File: config.mk
export PLATFORM = sky130hd
export DESIGN_NAME = wav_header_stream_parser
export DESIGN_NICKNAME = d
export VERILOG_FILES = /design/src/rtl/wavhp_pkg.sv /design/src/rtl/wavhp_in_stage.sv /design/src/rtl/wavhp_core.sv /design/src/rtl/wavhp_out_stage.sv /design/src/rtl/wav_header_stream_parser.sv
export VERILOG_INCLUDE_DIRS = /design/src /design/src/rtl
export SDC_FILE = /design/constraint.sdc
export NUM_CORES = 1
export LEC_CHECK = 0
export BUFFER_PORTS_ARGS = -buffer_cell sky130_fd_sc_hd__buf_2
export CAP_MARGIN = 20
export CORE_MARGIN = 10
export CORE_UTILIZATION = 60
export DETAILED_ROUTE_END_ITERATION = 10
export HOLD_SLACK_MARGIN = 0.03
export PLACE_DENSITY = 0.8
export SETUP_SLACK_MARGIN = 0.02
export SKIP_CTS_REPAIR_TIMING = 1
export SLEW_MARGIN = 20
export SYNTH_ARGS = -nofsm -noshare
export SYNTH_HDL_FRONTEND = slang
export SYNTH_SLANG_ARGS = --single-unit
File: constraint.sdc
create_clock -name clk -period 26.6 [get_ports clk]
set_input_delay 2.66 -clock clk [delete_from_list [all_inputs] [get_ports clk]]
set_output_delay 2.66 -clock clk [all_outputs]
set_load 0.02 [all_outputs]
File: src/rtl/wav_header_stream_parser_defines.svh
// Assertion macros used by the parser core RTL
`ifndef WAV_HEADER_STREAM_PARSER_DEFINES_SVH
`define WAV_HEADER_STREAM_PARSER_DEFINES_SVH

`ifndef SYNTH

// Property that must hold at every clock edge outside reset
`define WAVHP_ASSERT(lbl, prop, msg) \
	lbl: assert property (@(posedge clk) disable iff (!arst_n) (prop)) else $error(msg);

// Implication checked in the same cycle
`define WAVHP_ASSERT_IMP(lbl, ante, cons, msg) \
	lbl: assert property (@(posedge clk) disable iff (!arst_n) (ante) |-> (cons)) \
		else $error(msg);

`else

`define WAVHP_ASSERT(lbl, prop, msg)
`define WAVHP_ASSERT_IMP(lbl, ante, cons, msg)

`endif

`endif

File: src/rtl/wavhp_pkg.sv
`default_nettype none

package wavhp_pkg;

	// Default upper bound on the configured file count
	localparam int MAX_FILES_DEF = 256;

	// Result status codes
	typedef enum logic [2:0] {
		ST_OK       = 3'd0,
		ST_NO_RIFF  = 3'd1,
		ST_NO_WAVE  = 3'd2,
		ST_NO_FMT   = 3'd3,
		ST_NOT_PCM  = 3'd4,
		ST_NOT_MONO = 3'd5,
		ST_NOT_16   = 3'd6,
		ST_NO_DATA  = 3'd7
	} status_t;

	// One result item
	typedef struct packed {
		status_t     status;
		logic [7:0]  file_number;
		logic [31:0] total_file_size;
		logic [31:0] rate_hz;
		logic [30:0] sample_count;
		logic [31:0] data_offset;
	} result_t;

endpackage

`default_nettype wire

File: src/rtl/wavhp_in_stage.sv
`default_nettype none

module wavhp_in_stage (
	input  wire logic       clk,
	input  wire logic       arst_n,
	input  wire logic       in_valid,
	output logic            in_stall,
	input  wire logic [7:0] data_byte,
	input  wire logic       restart,
	input  wire logic       advance,
	output logic            proc,
	output logic [7:0]      data_s1,
	output logic            restart_s1
);

	logic valid_s1;
	logic load;

	// Stage is free when empty or when its item is consumed this cycle
	assign load     = !valid_s1 || advance;
	assign in_stall = !load;
	assign proc     = valid_s1 && advance;

	// Input register
	always_ff @(posedge clk or negedge arst_n) begin
		if (!arst_n) begin
			valid_s1 <= 1'b0;
		end else if (load) begin
			valid_s1 <= in_valid;
		end
	end

	always_ff @(posedge clk) begin
		if (load && in_valid) begin
			data_s1    <= data_byte;
			restart_s1 <= restart;
		end
	end

endmodule

`default_nettype wire

File: src/rtl/wavhp_core.sv
`default_nettype none

`include "wav_header_stream_parser_defines.svh"

module wavhp_core import wavhp_pkg::*; #(
	parameter int MAX_FILES = MAX_FILES_DEF
) (
	input  wire logic       clk,
	input  wire logic       arst_n,
	input  wire logic       proc,
	input  wire logic [7:0] data_s1,
	input  wire logic       restart_s1,
	input  wire logic [8:0] file_count,
	output logic            res_valid,
	output result_t         res
);

	// Header positions
	localparam logic [5:0] POS_RIFF      = 6'd3;
	localparam logic [5:0] POS_SIZE      = 6'd7;
	localparam logic [5:0] POS_WAVE      = 6'd11;
	localparam logic [5:0] POS_FMT       = 6'd15;
	localparam logic [5:0] POS_FMT_SIZE  = 6'd19;
	localparam logic [5:0] POS_FORMAT    = 6'd21;
	localparam logic [5:0] POS_CHANNELS  = 6'd23;
	localparam logic [5:0] POS_RATE      = 6'd27;
	localparam logic [5:0] POS_BITS      = 6'd35;
	localparam logic [5:0] POS_EXT_SKIP  = 6'd36;
	localparam logic [5:0] POS_DATA_1ST  = 6'd37;
	localparam logic [5:0] POS_DATA_MARK = 6'd40;
	localparam logic [5:0] POS_DATA_LAST = 6'd44;
	localparam logic [5:0] POS_BODY_SKIP = 6'd45;

	localparam logic [31:0] MARK_RIFF = 32'h4646_4952;
	localparam logic [31:0] MARK_WAVE = 32'h4556_4157;
	localparam logic [31:0] MARK_FMT  = 32'h2074_6d66;
	localparam logic [31:0] MARK_DATA = 32'h6174_6164;
	localparam logic [31:0] BASE_FMT  = 32'd16;

	localparam logic [16:0] MaxFilesW = 17'(MAX_FILES);

	logic [5:0]  pos_q, e_pos, n_pos;
	logic [31:0] word_q, e_word, n_word;
	logic [31:0] fmt_q, e_fmt, n_fmt;
	logic [31:0] skip_q, e_skip, n_skip;
	logic [31:0] bytes_q, e_bytes, n_bytes;
	logic [31:0] size_q, e_size, n_size;
	logic [31:0] rate_q, e_rate, n_rate;
	logic [8:0]  cur_q, e_cur, n_cur;
	logic        halted_q, e_halted, n_halted;

	logic        active;
	logic [31:0] skip_dec;
	logic [31:0] bytes_inc;
	logic [31:0] word;
	logic [15:0] half;
	logic        fail;
	status_t     fail_st;

	// Restart takes effect before the byte is parsed
	always_comb begin
		e_pos    = pos_q;
		e_word   = word_q;
		e_fmt    = fmt_q;
		e_skip   = skip_q;
		e_bytes  = bytes_q;
		e_size   = size_q;
		e_rate   = rate_q;
		e_cur    = cur_q;
		e_halted = halted_q;
		if (restart_s1) begin
			e_pos    = '0;
			e_word   = '0;
			e_fmt    = '0;
			e_skip   = '0;
			e_bytes  = '0;
			e_size   = '0;
			e_rate   = '0;
			e_cur    = '0;
			e_halted = 1'b0;
		end
	end

	// Parsing is off when halted, when the file count is out of range or all counted files are done
	assign active = proc && !e_halted && (file_count != 9'd0)
		&& ({8'd0, file_count} <= MaxFilesW) && (e_cur < file_count);

	assign skip_dec  = e_skip - 32'd1;
	assign bytes_inc = (e_bytes != '1) ? e_bytes + 32'd1 : e_bytes;
	assign word      = {data_s1, e_word[31:8]};
	assign half      = word[31:16];

	// Next state and result for the byte in the input register
	always_comb begin
		n_pos     = e_pos;
		n_word    = e_word;
		n_fmt     = e_fmt;
		n_skip    = e_skip;
		n_bytes   = e_bytes;
		n_size    = e_size;
		n_rate    = e_rate;
		n_cur     = e_cur;
		n_halted  = e_halted;
		fail      = 1'b0;
		fail_st   = ST_OK;
		res_valid = 1'b0;
		res.status          = ST_OK;
		res.file_number     = e_cur[7:0];
		res.total_file_size = e_size;
		res.rate_hz         = e_rate;
		res.sample_count    = '0;
		res.data_offset     = '0;

		if (active) begin
			if (e_pos == POS_BODY_SKIP) begin
				// skip the file body; last byte starts a new file
				n_skip = skip_dec;
				if (skip_dec == '0) begin
					n_pos   = '0;
					n_word  = '0;
					n_fmt   = '0;
					n_bytes = '0;
					n_size  = '0;
					n_rate  = '0;
				end
			end else if (e_pos == POS_EXT_SKIP) begin
				n_bytes = bytes_inc;
				n_skip  = skip_dec;
				if (skip_dec == '0) begin
					n_pos = POS_DATA_1ST;
				end
			end else begin
				n_bytes = bytes_inc;
				n_word  = word;
				n_pos   = e_pos + 6'd1;
				case (e_pos)
					POS_RIFF: begin
						if (word != MARK_RIFF) begin
							fail    = 1'b1;
							fail_st = ST_NO_RIFF;
						end
					end
					POS_SIZE: begin
						n_size = word + 32'd8;
					end
					POS_WAVE: begin
						if (word != MARK_WAVE) begin
							fail    = 1'b1;
							fail_st = ST_NO_WAVE;
						end
					end
					POS_FMT: begin
						if (word != MARK_FMT) begin
							fail    = 1'b1;
							fail_st = ST_NO_FMT;
						end
					end
					POS_FMT_SIZE: begin
						n_fmt = word;
					end
					POS_FORMAT: begin
						if (half != 16'd1) begin
							fail    = 1'b1;
							fail_st = ST_NOT_PCM;
						end
					end
					POS_CHANNELS: begin
						if (half != 16'd1) begin
							fail    = 1'b1;
							fail_st = ST_NOT_MONO;
						end
					end
					POS_RATE: begin
						n_rate = word;
					end
					POS_BITS: begin
						if (half != 16'd16) begin
							fail    = 1'b1;
							fail_st = ST_NOT_16;
						end else if (e_fmt > BASE_FMT) begin
							n_skip = e_fmt - BASE_FMT;
							n_pos  = POS_EXT_SKIP;
						end else begin
							n_pos = POS_DATA_1ST;
						end
					end
					POS_DATA_MARK: begin
						if (word != MARK_DATA) begin
							fail    = 1'b1;
							fail_st = ST_NO_DATA;
						end
					end
					POS_DATA_LAST: begin
						// header complete: report and plan the body skip
						res_valid        = 1'b1;
						res.sample_count = word[31:1];
						res.data_offset  = bytes_inc;
						n_cur            = e_cur + 9'd1;
						if (n_cur >= file_count) begin
							n_halted = 1'b1;
						end
						if (e_size > bytes_inc) begin
							n_skip = e_size - bytes_inc;
							n_pos  = POS_BODY_SKIP;
						end else begin
							n_pos   = '0;
							n_word  = '0;
							n_fmt   = '0;
							n_skip  = '0;
							n_bytes = '0;
							n_size  = '0;
							n_rate  = '0;
						end
					end
					default: begin
					end
				endcase
				if (fail) begin
					res_valid  = 1'b1;
					res.status = fail_st;
					n_pos      = e_pos;
					n_halted   = 1'b1;
				end
			end
		end
	end

	// Parser state
	always_ff @(posedge clk or negedge arst_n) begin
		if (!arst_n) begin
			pos_q    <= '0;
			word_q   <= '0;
			fmt_q    <= '0;
			skip_q   <= '0;
			bytes_q  <= '0;
			size_q   <= '0;
			rate_q   <= '0;
			cur_q    <= '0;
			halted_q <= 1'b0;
		end else if (proc) begin
			pos_q    <= n_pos;
			word_q   <= n_word;
			fmt_q    <= n_fmt;
			skip_q   <= n_skip;
			bytes_q  <= n_bytes;
			size_q   <= n_size;
			rate_q   <= n_rate;
			cur_q    <= n_cur;
			halted_q <= n_halted;
		end
	end

	`WAVHP_ASSERT(a_pos_range, pos_q <= POS_BODY_SKIP, "header position out of range")
	`WAVHP_ASSERT_IMP(a_halt_quiet, halted_q && !restart_s1, !res_valid,
		"result while halted")
	`WAVHP_ASSERT_IMP(a_ok_at_end, res_valid && res.status == ST_OK,
		proc && e_pos == POS_DATA_LAST, "ok result away from end of header")

endmodule

`default_nettype wire

File: src/rtl/wavhp_out_stage.sv
`default_nettype none

module wavhp_out_stage import wavhp_pkg::*; (
	input  wire logic    clk,
	input  wire logic    arst_n,
	input  wire logic    res_valid,
	input  wire result_t res,
	output logic         advance,
	output logic         out_valid,
	input  wire logic    out_stall,
	output result_t      out_res
);

	logic    valid_q;
	result_t res_q;

	// Slot can take a new result unless a held one is stalled
	assign advance   = !(valid_q && out_stall);
	assign out_valid = valid_q;
	assign out_res   = res_q;

	// Result register
	always_ff @(posedge clk or negedge arst_n) begin
		if (!arst_n) begin
			valid_q <= 1'b0;
		end else if (advance) begin
			valid_q <= res_valid;
		end
	end

	always_ff @(posedge clk) begin
		if (advance && res_valid) begin
			res_q <= res;
		end
	end

endmodule

`default_nettype wire

File: src/rtl/wav_header_stream_parser.sv
// Channel   Dir  Handshake             Payload
// in        in   in_valid / in_stall   data_byte, restart
// out       out  out_valid / out_stall status, file_number, total_file_size,
//                                      rate_hz, sample_count, data_offset
// cfg       in   cfg_valid / cfg_ready file_count
//
// One byte per cycle unless stalled: input register, parse logic, result register.
// Each byte's result is registered in the result register after the parse logic.
// The per-byte parse state update (32-bit add, compare and subtract) sets the clock.
// Reset is asynchronous, active low; file_count resets to 1.
// A stalled result holds the input register, which then stalls the input.
`default_nettype none

module wav_header_stream_parser import wavhp_pkg::*; #(
	parameter int MAX_FILES = MAX_FILES_DEF
) (
	input  wire logic        clk,
	input  wire logic        arst_n,
	input  wire logic        in_valid,
	output logic             in_stall,
	input  wire logic [7:0]  data_byte,
	input  wire logic        restart,
	output logic             out_valid,
	input  wire logic        out_stall,
	output logic [2:0]       status,
	output logic [7:0]       file_number,
	output logic [31:0]      total_file_size,
	output logic [31:0]      rate_hz,
	output logic [30:0]      sample_count,
	output logic [31:0]      data_offset,
	input  wire logic        cfg_valid,
	output logic             cfg_ready,
	input  wire logic [8:0]  file_count
);

	logic       advance;
	logic       proc;
	logic [7:0] data_s1;
	logic       restart_s1;
	logic       res_valid;
	result_t    res;
	result_t    out_res;
	logic [8:0] file_count_q;

	// Configuration register
	assign cfg_ready = 1'b1;

	always_ff @(posedge clk or negedge arst_n) begin
		if (!arst_n) begin
			file_count_q <= 9'd1;
		end else if (cfg_valid && cfg_ready) begin
			file_count_q <= file_count;
		end
	end

	wavhp_in_stage u_in (
		.clk        (clk),
		.arst_n     (arst_n),
		.in_valid   (in_valid),
		.in_stall   (in_stall),
		.data_byte  (data_byte),
		.restart    (restart),
		.advance    (advance),
		.proc       (proc),
		.data_s1    (data_s1),
		.restart_s1 (restart_s1)
	);

	wavhp_core #(
		.MAX_FILES (MAX_FILES)
	) u_core (
		.clk        (clk),
		.arst_n     (arst_n),
		.proc       (proc),
		.data_s1    (data_s1),
		.restart_s1 (restart_s1),
		.file_count (file_count_q),
		.res_valid  (res_valid),
		.res        (res)
	);

	wavhp_out_stage u_out (
		.clk       (clk),
		.arst_n    (arst_n),
		.res_valid (res_valid),
		.res       (res),
		.advance   (advance),
		.out_valid (out_valid),
		.out_stall (out_stall),
		.out_res   (out_res)
	);

	// Result fields to ports
	assign status          = out_res.status;
	assign file_number     = out_res.file_number;
	assign total_file_size = out_res.total_file_size;
	assign rate_hz         = out_res.rate_hz;
	assign sample_count    = out_res.sample_count;
	assign data_offset     = out_res.data_offset;

endmodule

`default_nettype wire

==> results.md <==
- Status: finished, final reports clean
- CP Class: register to register
- Core area: about 0.037 mm²
- Root buffer cell: clkbuf_16
- Non-Filler Instances: just under 3k
- Slew HR: 25.9%
- Worst vdd ir: 49.3 µV
- Psw: 421 µW
- Vias per cell: 6.99
- Critical Path Max Stage Delay: around 0.50 ns
- H-Tree Depth: 2
- Clk sink count: 358
- Yosys top cell area share: a little under a quarter
- Comb pwr share: 14.7%
- Fill cell count: a little under 3k
- RR Endpoint: u_core.bytes_q[9]
- Worst-path maximum fanout: 123
- Gr usage total: 34.0%
- CP startpoint kind: register
- Netlist cell types: 107
- Avg Inst Size Synth: 9.25 µm²
- Routed Antenna Nets: 0
- Post-synthesis async set-or-reset flop share: roughly three fifths
- Clk pin slew, worst setup/hold paths: 0.06 ns
- Final setup vio count: 0
- Initial antenna violation count: 1
- Critical path origin: u_in.restart_s1
- Placed insts: 2875
- Max cap viols: 0
- Post-Syn Area: 0.0221 mm²
- Final worst path period share: 27.5%
- Slowest CP cell: nand4_1
- Crit. End Element: register
- Largest net degree at the start of global routing: 124
- Syn. warnings: 0
- Setup tns final: 0 ns
- Final net count: 2509
- Clock share of power: 42.2%
- Tmin final: 7.31 ns
- Routed wire per std cell: 26.5 µm
- Layout cells sized above 1: 13.2%
- CP delay by family, top: simple AND/OR/NAND/NOR gates
- Fmax: 137 MHz
- EDFF count, synth: between 100 and 150
- Die width: 212 µm
- Worst Path Arrival: slightly below 8 ns
- Internal: 1.01 mW
- Worst path depth: 26
- Sw frac: 29.5%
- Count of pins over their slew limit: 0
- GR Overflow Total: 0
- Full die area: 0.0449 mm²
- Gpl congestion: roughly 1.0
- Die height: around 210 µm
- DR pass1 iterations: 6
- Post-route DRC violation count: 0
- R2R Setup Slk: around 19 ns
- Worst Clk Skew: about 0.024 ns
- Worst R2R Start: u_in.restart_s1
- Leak: 9.92 nW
- Post-synthesis sequential area ratio: 43.9%
- Cells after synthesis: 2391
- Area contributors post-synth: dfrtp_1 (24%), edfxtp_1 (20%), nand2_1 (3.8%), nor2_1 (3.6%), xnor2_1 (3.2%)
- Std cell rows: 70
- Reg2reg path depth: 26
- Latest clock arrival within the worst-skew pair: 0.59 ns
- Io pins: 164
- DR iter-0 viols: 3006
- CTS max path bufs: 3
- Final hold viol count: 0
- Syn nets: between 2k and 2.5k
- CP Capture Point: u_core.bytes_q[9]
- PwrDens: 58.4 mW/mm²
- Slew @ Worst Pin: 1.11 ns
- Synth Flop Type: dfrtp_1
- Worst Path Required: about 27 ns
- RSZ-0062 raised after global routing: no
- Worst Hold Class: register to register
- Area Growth Syn to Fin: 10.5%
- Seq cells post-synth: ~360
- CP Buf/Inv Count: 5
- Synth area leader: dfrtp_1
- PortBufs: 162
- Vias in the first global route: ~19k
- Dpl hpwl: 55500 µm
- CTS Buf Count: 40
- First-pass GRT wire length: around 120000 µm
- WL final: 78100 µm
- Total vias in the final route: 20.6k
- Starting Density: 60.5%
- Sequential share of power: 43.2%
- TritonCTS clock tree: done
## metal layers
layer,GRT usage (%),wire length [µm],up-vias
met5,0,0,-
met4,14.9,3840,0
met3,7.72,8510,254
met2,52.4,35200,1362
met1,45.1,30600,10000
li1,-,-,8989
## kinds of logic (layout without fill, tap and decap cells)
logic type                 Yosys count  after routing  synth area share, %
DFF                                358            358                 43.9
adders and majority gates           48             48                 2.59
muxes                                8              8                0.374
and+or+nand+nor                    941            941                 21.9
buffers and inverters              231            321                 4.48
other                                1              2               0.0170
xor gates and xnor gates           126            126                 5.43
AOI/OAI and AO/OA                  678            678                 21.3
## how the worst min path moves through the flow
stage | depth (start not counted) | slack, ns | endpoint | startpoint
after CTS | 1 | 0.49 | u_core.size_q[24] | u_core.size_q[24]
after floorplan | 2 | 0.44 | u_core.cur_q[8] | u_core.cur_q[8]
after global routing | 1 | 0.51 | u_core.rate_q[24] | u_core.rate_q[24]
after detailed placement | 1 | 0.47 | u_core.size_q[27] | u_core.size_q[27]
after global placement | 2 | 0.46 | u_core.cur_q[8] | u_core.cur_q[8]
final | 1 | 0.49 | u_core.size_q[24] | u_core.size_q[24]
## area by class of cell
class                      count  area, µm²  area share (%)
tap                          468        586            2.40
timing repair buffer         190       1040            4.26
clock inverter                26        338            1.38
clock buffer                  48       1080            4.43
antenna                        1       2.50          0.0102
inverter                      57        214           0.875
sequential                   358       9700            39.7
multi-input combinational   1802      11500            47.0
## flip-flops by register name, summed over array words and instances (netlist names), 6 cells and up
| signal | flops |
|---|---|
| file_count_q | 9 |
| u_core.bytes_q | 32 |
| u_core.cur_q | 9 |
| u_core.fmt_q | 32 |
| u_core.pos_q | 6 |
| u_core.rate_q | 32 |
| u_core.size_q | 32 |
| u_core.skip_q | 32 |
| u_core.word_q | 24 |
| u_in.data_s1 | 8 |
| u_out.out_res | 138 |
## cell usage after synthesis (all sizes together), types with 11 or more instances
library cell	n
nand3	74
a211oi	24
a32o	17
nor2b	95
and3	47
a21o	18
inv	57
maj3	11
o21ai	145
a22oi	13
a31oi	35
nand2	226
a21oi	137
clkbuf	113
nand4	38
o2bb2ai	40
nor4	36
o22ai	16
nor3	72
dfrtp	210
edfxtp	147
a22o	70
nor2	217
ha	37
o21a	11
xor2	39
and2	24
or3	18
nor4b	11
or2	14
xnor2	80
nand2b	20
o31ai	17
buf	61
o211ai	21
a31o	13
## worst register-to-register path, delay by kind of cell (launching register included)
family	cells	cell delay (ns)
AOI/OAI and AO/OA	5	1.28
adders and majority gates	2	0.74
and+or+nand+nor	12	3.07
xor gates and xnor gates	1	0.15
buffers and inverters	5	1.14
DFF	1	0.41
muxes	1	0.42
## power groups by stage
stage	registers, mW	logic [mW]	clock network, mW
2_1_floorplan	0.608	0.143	0
3_3_place_gp	0.624	0.196	0
3_5_place_dp	0.624	0.198	0
4_1_cts	0.613	0.200	0.605
5_1_grt	0.616	0.222	0.627
6_report	0.616	0.209	0.603
## layout by cell type (no fill, tap or decap), types with 19 or more instances in the layout
cell type	count
nand2_1	224
dfrtp_1	210
nor2_1	209
buf_2	161
edfxtp_1	147
a21oi_1	137
o21ai_0	130
nor2b_1	95
xnor2_1	80
nand3_1	74
a22o_1	70
nor3_1	68
inv_1	56
and3_1	47
clkbuf_16	41
o2bb2ai_1	40
xor2_1	39
nand4_1	38
ha_1	37
a31oi_1	35
nor4_1	32
buf_4	27
and2_1	23
a211oi_1	22
o211ai_1	20
nand2b_1	19
## per-stage QoR
stage	util, %	total power, mW	instance area [µm²]	setup WS, ns	hold slack (ns)
global placement	62.9	0.819	23000	19.48	0.456
floorplan	-	0.751	22100	17.37	0.442
global route	66.9	1.47	24400	18.93	0.513
finish	66.9	1.43	24400	19.29	0.489
CTS	66.9	1.42	24400	19.28	0.491
detailed placement	63.0	0.822	23000	19.16	0.466
No activity file was read; power rests on OpenSTA's default activity.
